File: src/hw/rtl/qsfd_pkg.sv
// types, character codes and helpers shared by the quoted string field decoder
`default_nettype none

package qsfd_pkg;

    typedef enum logic [2:0] {
        PH_IDLE,
        PH_STR,
        PH_ESC_HI,
        PH_ESC_LO,
        PH_CLOSED
    } phase_t;

    typedef enum logic [1:0] {
        KIND_BYTE,
        KIND_OK,
        KIND_ERR
    } kind_t;

    localparam logic [7:0] CH_COMMA  = 8'h2C;
    localparam logic [7:0] CH_SEMI   = 8'h3B;
    localparam logic [7:0] CH_QUOTE  = 8'h22;
    localparam logic [7:0] CH_BSLASH = 8'h5C;
    localparam logic [7:0] CH_ZERO   = 8'h30;
    localparam logic [7:0] CH_NINE   = 8'h39;
    localparam logic [7:0] CH_LOW_A  = 8'h61;
    localparam logic [7:0] CH_LOW_F  = 8'h66;
    localparam logic [7:0] CH_UP_A   = 8'h41;
    localparam logic [7:0] CH_UP_F   = 8'h46;
    localparam logic [7:0] HEX_TEN   = 8'd10;

    localparam logic [7:0] MAX_LENGTH_RESET = 8'd255;

    typedef struct packed {
        logic       ok;
        logic [3:0] value;
    } hex_t;

    function automatic hex_t hex_decode(input logic [7:0] c);
        hex_t       h;
        logic [7:0] t;
        begin
            h.ok    = 1'b0;
            h.value = 4'd0;
            t       = 8'd0;
            if (c >= CH_ZERO && c <= CH_NINE)
            begin
                t       = c - CH_ZERO;
                h.ok    = 1'b1;
                h.value = t[3:0];
            end
            else if (c >= CH_LOW_A && c <= CH_LOW_F)
            begin
                t       = c - CH_LOW_A + HEX_TEN;
                h.ok    = 1'b1;
                h.value = t[3:0];
            end
            else if (c >= CH_UP_A && c <= CH_UP_F)
            begin
                t       = c - CH_UP_A + HEX_TEN;
                h.ok    = 1'b1;
                h.value = t[3:0];
            end
            return h;
        end
    endfunction

endpackage

`default_nettype wire

File: src/hw/rtl/quoted_string_field_decoder.sv
// quoted string field decoder top level
`default_nettype none

// Decodes one quoted string parameter of a command line, one character per
// transfer on the input channel. The block takes one character every clock
// cycle: the decode of a character is a single registered stage, so its
// result (a decoded byte, field ok, or field error) is offered on the output
// channel in the cycle after the character is taken, and characters that
// cause no result simply update the field state. in_ready is low only while
// a result sits in the output register and out_ready is low. max_length may
// be written through cfg_write_en/cfg_write_data while no field is in
// progress; it resets to 255.
module quoted_string_field_decoder
    import qsfd_pkg::*;
(
    input  wire logic       clk,
    input  wire logic       rst_n,

    input  wire logic       cfg_write_en,
    input  wire logic [7:0] cfg_write_data,

    input  wire logic       in_valid,
    output logic            in_ready,
    input  wire logic [7:0] ch,
    input  wire logic       field_start,
    input  wire logic       line_end,

    output logic            out_valid,
    input  wire logic       out_ready,
    output logic [1:0]      kind,
    output logic [7:0]      data,
    output logic [7:0]      count
);

    phase_t     phase_reg, phase_next;
    logic [7:0] byte_count_reg, byte_count_next;
    logic [3:0] high_nibble_reg, high_nibble_next;
    logic [7:0] max_length_reg;

    logic       out_valid_reg, out_valid_next;
    kind_t      kind_reg, kind_next;
    logic [7:0] data_reg, data_next;
    logic [7:0] count_reg, count_next;

    logic       accept;
    logic       full;
    logic       first_empty;
    hex_t       hex;
    logic [7:0] esc_byte;
    logic [7:0] count_inc;

    assign in_ready    = !out_valid_reg || out_ready;
    assign accept      = in_valid && in_ready;
    assign full        = byte_count_reg >= max_length_reg;
    assign first_empty = line_end || ch == CH_COMMA || ch == CH_SEMI;
    assign hex         = hex_decode(ch);
    assign esc_byte    = {high_nibble_reg, hex.value};
    assign count_inc   = byte_count_reg + 8'd1;

    // next state
    always_comb
    begin
        phase_next       = phase_reg;
        byte_count_next  = byte_count_reg;
        high_nibble_next = high_nibble_reg;
        if (field_start)
        begin
            byte_count_next  = 8'd0;
            high_nibble_next = 4'd0;
            phase_next       = (!first_empty && ch == CH_QUOTE) ? PH_STR : PH_IDLE;
        end
        else
        begin
            case (phase_reg)
                PH_STR:
                begin
                    if (line_end)
                        phase_next = PH_IDLE;
                    else if (ch == CH_QUOTE)
                        phase_next = PH_CLOSED;
                    else if (ch == CH_BSLASH)
                        phase_next = PH_ESC_HI;
                    else if (full)
                        phase_next = PH_IDLE;
                    else
                        byte_count_next = count_inc;
                end
                PH_ESC_HI:
                begin
                    if (line_end || !hex.ok)
                        phase_next = PH_IDLE;
                    else
                    begin
                        high_nibble_next = hex.value;
                        phase_next       = PH_ESC_LO;
                    end
                end
                PH_ESC_LO:
                begin
                    if (line_end || !hex.ok || full)
                        phase_next = PH_IDLE;
                    else
                    begin
                        byte_count_next = count_inc;
                        phase_next      = PH_STR;
                    end
                end
                default:
                    phase_next = PH_IDLE;
            endcase
        end
    end

    // result of the current character
    always_comb
    begin
        out_valid_next = 1'b0;
        kind_next      = KIND_ERR;
        data_next      = 8'd0;
        count_next     = byte_count_reg;
        if (field_start)
        begin
            count_next = 8'd0;
            if (first_empty)
            begin
                out_valid_next = 1'b1;
                kind_next      = KIND_OK;
            end
            else if (ch != CH_QUOTE)
                out_valid_next = 1'b1;
        end
        else
        begin
            case (phase_reg)
                PH_STR:
                begin
                    if (line_end)
                        out_valid_next = 1'b1;
                    else if (ch == CH_QUOTE)
                    begin
                        out_valid_next = 1'b1;
                        kind_next      = KIND_OK;
                    end
                    else if (ch == CH_BSLASH)
                        out_valid_next = 1'b0;
                    else if (full)
                        out_valid_next = 1'b1;
                    else
                    begin
                        out_valid_next = 1'b1;
                        kind_next      = KIND_BYTE;
                        data_next      = ch;
                        count_next     = count_inc;
                    end
                end
                PH_ESC_HI:
                    out_valid_next = line_end || !hex.ok;
                PH_ESC_LO:
                begin
                    out_valid_next = 1'b1;
                    if (!(line_end || !hex.ok || full))
                    begin
                        kind_next  = KIND_BYTE;
                        data_next  = esc_byte;
                        count_next = count_inc;
                    end
                end
                default:
                    out_valid_next = 1'b0;
            endcase
        end
    end

    always_ff @(posedge clk or negedge rst_n)
    begin
        if (!rst_n)
        begin
            phase_reg       <= PH_IDLE;
            byte_count_reg  <= 8'd0;
            high_nibble_reg <= 4'd0;
            max_length_reg  <= MAX_LENGTH_RESET;
            out_valid_reg   <= 1'b0;
        end
        else
        begin
            if (cfg_write_en)
                max_length_reg <= cfg_write_data;
            if (accept)
            begin
                phase_reg       <= phase_next;
                byte_count_reg  <= byte_count_next;
                high_nibble_reg <= high_nibble_next;
                out_valid_reg   <= out_valid_next;
            end
            else if (out_ready)
                out_valid_reg <= 1'b0;
        end
    end

    // result payload
    always_ff @(posedge clk)
    begin
        if (accept && out_valid_next)
        begin
            kind_reg  <= kind_next;
            data_reg  <= data_next;
            count_reg <= count_next;
        end
    end

    assign out_valid = out_valid_reg;
    assign kind      = kind_reg;
    assign data      = data_reg;
    assign count     = count_reg;

endmodule

`default_nettype wire

File: config.mk
export PLATFORM = sky130hd
export DESIGN_NAME = quoted_string_field_decoder
export DESIGN_NICKNAME = d
export VERILOG_FILES = /design/src/hw/rtl/qsfd_pkg.sv /design/src/hw/rtl/quoted_string_field_decoder.sv
export SDC_FILE = /design/constraint.sdc
export NUM_CORES = 1
export LEC_CHECK = 0
export BUFFER_PORTS_ARGS = -buffer_cell sky130_fd_sc_hd__buf_2
export CAP_MARGIN = 0
export CORE_UTILIZATION = 30
export CTS_BUF_LIST = sky130_fd_sc_hd__clkbuf_16
export DETAILED_ROUTE_END_ITERATION = 6
export PLACE_DENSITY = 0.52
export SETUP_SLACK_MARGIN = 0.2
export SKIP_LAST_GASP = 1
export SLEW_MARGIN = 40
export SYNTH_ARGS = -nofsm -noshare
export SYNTH_HDL_FRONTEND = slang
export SYNTH_SLANG_ARGS = --single-unit
export TNS_END_PERCENT = 30
File: constraint.sdc
create_clock -name clk -period 3.35 [get_ports clk]
set_input_delay 0.1675 -clock clk [delete_from_list [all_inputs] [get_ports clk]]
set_output_delay 0.1675 -clock clk [all_outputs]
set_load 0.005 [all_outputs]
==> report_table.html <==
<table>
<tr><th>Metric</th><th>Value</th></tr>
<tr><th colspan="2">Floorplanning</th></tr>
<tr><td>DIE WIDTH</td><td>99.4 µm</td></tr>
<tr><td>Core Box Area</td><td>9200 µm²</td></tr>
<tr><td>Row cnt</td><td>35</td></tr>
<tr><td>Overall die area</td><td>9880 µm²</td></tr>
<tr><td>I/O pin total</td><td>43</td></tr>
<tr><td>DIE HEIGHT</td><td>99.4 µm</td></tr>
<tr><td>Effective utilization at floorplan</td><td>0.309</td></tr>
<tr><th colspan="2">Yosys</th></tr>
<tr><td>Predominant post-synthesis flop cell</td><td>sky130_fd_sc_hd__edfxtp_1</td></tr>
<tr><td>Flop and latch count out of synthesis</td><td>42</td></tr>
<tr><td>Share of flip-flops with an asynchronous set or reset after synthesis</td><td>0.571</td></tr>
<tr><td>Warning count from the yosys run</td><td>0</td></tr>
<tr><td>Post-synth EDFFs</td><td>18</td></tr>
<tr><td>Synthesized netlist net count</td><td>335</td></tr>
<tr><td>Sequential-to-total area share from yosys stat</td><td>0.405</td></tr>
<tr><td>Post-synthesis instance area</td><td>2850 µm²</td></tr>
<tr><td>Unique cell type count in the Yosys netlist</td><td>70</td></tr>
<tr><td>Per-instance average area after synthesis</td><td>9.52 µm²</td></tr>
<tr><td>Synthesized instance count</td><td>299</td></tr>
<tr><th colspan="2">Timing</th></tr>
<tr><td>Number of hold violations in the final report</td><td>0</td></tr>
<tr><td>Final setup vio count</td><td>0</td></tr>
<tr><td>Worst-margin pin slew</td><td>0.659 ns</td></tr>
<tr><td>Final count of pins violating max slew</td><td>0</td></tr>
<tr><td>Final setup skew</td><td>0.00448 ns</td></tr>
<tr><td>Setup TNS Final</td><td>0 ns</td></tr>
<tr><td>Relative slew slack</td><td>0.560</td></tr>
<tr><td>Final worst path period need</td><td>2.91 ns</td></tr>
<tr><td>Maximum clock frequency</td><td>344 MHz</td></tr>
<tr><td>Unrepaired setup endpoints after global routing</td><td>no</td></tr>
<tr><td>Final worst path period share</td><td>0.867</td></tr>
<tr><td>Post-route setup slack</td><td>0.444 ns</td></tr>
<tr><th colspan="2">Power</th></tr>
<tr><td>Peak supply drop</td><td>0.256 mV</td></tr>
<tr><td>Static Leak</td><td>1.28 nW</td></tr>
<tr><td>PwrDens</td><td>447 nW/µm²</td></tr>
<tr><th colspan="2">CTS</th></tr>
<tr><td>Clock slew at reported path FFs</td><td>0.06 ns</td></tr>
<tr><td>Cts bufs inserted</td><td>5</td></tr>
<tr><td>Clk Latency, worst-skew pair</td><td>0.28 ns</td></tr>
<tr><td>Buffers from clock root to sink, at most</td><td>2</td></tr>
<tr><td>TritonCTS clock tree</td><td>yes</td></tr>
<tr><td>Sinks on Clock Net</td><td>42</td></tr>
<tr><td>Clk root buf</td><td>sky130_fd_sc_hd__clkbuf_16</td></tr>
<tr><td>Depth of the CTS H-tree</td><td>2</td></tr>
<tr><th colspan="2">Run status</th></tr>
<tr><td>Run status</td><td>finished, final reports clean</td></tr>
<tr><th colspan="2">Routing</th></tr>
<tr><td>Mean routed wirelength per cell</td><td>16.5 µm</td></tr>
<tr><td>DRT Pass-1 Iters</td><td>4</td></tr>
<tr><td>Final WL</td><td>7430 µm</td></tr>
<tr><td>Vias after detailed routing</td><td>2532</td></tr>
<tr><td>Post-route antenna net violation count</td><td>0</td></tr>
<tr><td>DRC violation total after the first TritonRoute iteration</td><td>246</td></tr>
<tr><td>Vias per cell</td><td>5.64</td></tr>
<tr><td>Detailed-route DRC error count</td><td>0</td></tr>
<tr><th colspan="2">Critical path</th></tr>
<tr><td>Worst-path cell chain</td><td>inv_1 &gt; ha_1 &gt; nand2b_1 &gt; a2111oi_2 &gt; o211ai_1 &gt; buf_4 &gt; or4_1 &gt; a21oi_1</td></tr>
<tr><td>Crit path DAT</td><td>3.04 ns</td></tr>
<tr><td>Largest fanout on the critical path</td><td>9</td></tr>
<tr><td>Crit-path slowest cell</td><td>sky130_fd_sc_hd__a2111oi_2</td></tr>
<tr><td>Worst setup path category</td><td>reg -&gt; reg</td></tr>
<tr><td>Critical path's largest stage delay</td><td>0.49 ns</td></tr>
<tr><td>Sort of element at the start of the critical path</td><td>flip-flop</td></tr>
<tr><td>Worst setup EP type</td><td>flip-flop</td></tr>
<tr><td>Worst Path Required</td><td>3.49 ns</td></tr>
<tr><th colspan="2">Finish</th></tr>
<tr><td>Fraction of layout instances using a drive strength above 1</td><td>0.228</td></tr>
<tr><td>Leading cell types in the layout, fill and taps excluded</td><td>42 x sky130_fd_sc_hd__buf_2, 27 x sky130_fd_sc_hd__a21oi_1, 26 x sky130_fd_sc_hd__nand2_1, 20 x sky130_fd_sc_hd__inv_1, 20 x sky130_fd_sc_hd__nand3_1</td></tr>
<tr><td>Most common cell after layout, fill and taps aside</td><td>sky130_fd_sc_hd__buf_2</td></tr>
<tr><td>Fill cells</td><td>956</td></tr>
<tr><td>Layout-stage area growth over the synthesis result</td><td>16.2%</td></tr>
<tr><td>Number of diodes added for antenna fixing</td><td>0</td></tr>
<tr><td>Post-layout net count</td><td>373</td></tr>
<tr><th colspan="2">Global routing</th></tr>
<tr><td>Total GRT Usage</td><td>0.157</td></tr>
<tr><td>Via count of the first global-routing pass</td><td>2402</td></tr>
<tr><td>Largest net degree at the start of global routing</td><td>25</td></tr>
<tr><td>Initial antenna violation count</td><td>0</td></tr>
<tr><td>Global-route wire length before repair</td><td>12200 µm</td></tr>
<tr><td>Overall overflow remaining after global route</td><td>0</td></tr>
<tr><th colspan="2">Place</th></tr>
<tr><td>IO Port Bufs</td><td>42</td></tr>
<tr><td>Detailed placement HPWL</td><td>5330 µm</td></tr>
<tr><td>Setup slack at placement</td><td>0.472 ns</td></tr>
<tr><td>Final Wtd Congestion</td><td>0.824</td></tr>
<tr><th colspan="2">Worst hold path</th></tr>
<tr><td>Kind of path behind the tightest hold check</td><td>in -&gt; reg</td></tr>
<tr><th colspan="2">Flow run</th></tr>
<tr><td>Max-capacitance violation count</td><td>0</td></tr>
</table>
## through the flow
stage               utilization  area, µm²  hold WS [ns]  std cells  power, mW
finish                    0.360       3310        0.0906        449       1.48
global route              0.360       3310        0.0974        449       1.56
CTS                       0.360       3310        0.0866        449       1.49
detailed placement        0.341       3140         0.207        440      0.965
global placement          0.340       3120         0.200        439      0.956
floorplan                     -       2850        -0.128        299      0.856
## final timing paths
kind,cells after the start,slack (ns),endpoint,startpoint
min reg2reg,2,0.51,max_length_reg[4],max_length_reg[4]
max,8,0.44,count[5],byte_count_reg[0]
max reg2reg,8,0.44,count[5],byte_count_reg[0]
min,3,0.09,max_length_reg[3],cfg_write_data[3]
max in group asynchronous,2,2.54,high_nibble_reg[2],rst_n
min in group asynchronous,2,0.42,byte_count_reg[3],rst_n
## where the power goes
group | total, mW | switching, mW | internal (mW)
clock | 0.516 | 0.197 | 0.319
combinational | 0.311 | 0.189 | 0.123
sequential | 0.650 | 0.0479 | 0.602
total | 1.48 | 0.434 | 1.04
## metal layers
metal  vias to the layer above  part of all wire  GRT usage
met4                         0             0.018     0.0645
li1                       1225                 -          -
met3                        13             0.043     0.0253
met5                         -                 0          0
met2                        72              0.45      0.237
met1                      1222              0.49      0.223
## final cells by class
| type | count | area, µm² | share of cell area |
|---|---|---|---|
| multi-input combinational | 220 | 1520 | 0.460 |
| sequential | 42 | 1150 | 0.348 |
| clock inverter | 2 | 11.3 | 0.00341 |
| tap | 111 | 139 | 0.0420 |
| clock buffer | 6 | 150 | 0.0454 |
| inverter | 20 | 75.1 | 0.0227 |
| timing repair buffer | 48 | 258 | 0.0779 |
## worst max-delay path: cells and delay by family (launching register included)
family          cells  cell delay [ns]
fa+ha+maj           1             0.29
buf+inv             2             0.37
simple gates        2             0.64
compound gates      3             1.00
flops               1             0.46
## timing repair
action                    4_1_cts  5_1_grt
hold endpoints to repair       16        0
buffers inserted                0        0
gates resized for setup         0        0
hold buffers                    1        0
## kinds of logic after synthesis
family / count (synthesis) / share of synthesized area
XOR/XNOR: 1 / 0.00308
AO/OA/AOI/OAI: 95 / 0.251
buffers and inverters: 37 / 0.0616
multiplexers: 2 / 0.00748
flip-flops: 42 / 0.405
adder cells (fa/ha/maj): 13 / 0.0572
AND/OR/NAND/NOR: 109 / 0.215
## Yosys cell counts (all sizes together) (6+ instances only)
cell type,number,area [µm²]
a21oi,29,153
dfrtp,16,400
ha,13,163
o21ai,16,80.1
nor2,9,33.8
dfstp,8,210
clkbuf,12,45.0
nand2,26,97.6
nand3,20,100
or3,7,43.8
or4,12,90.1
edfxtp,18,541
inv,19,71.3
o31ai,6,50.1
No activity file was read; power rests on OpenSTA's default activity.
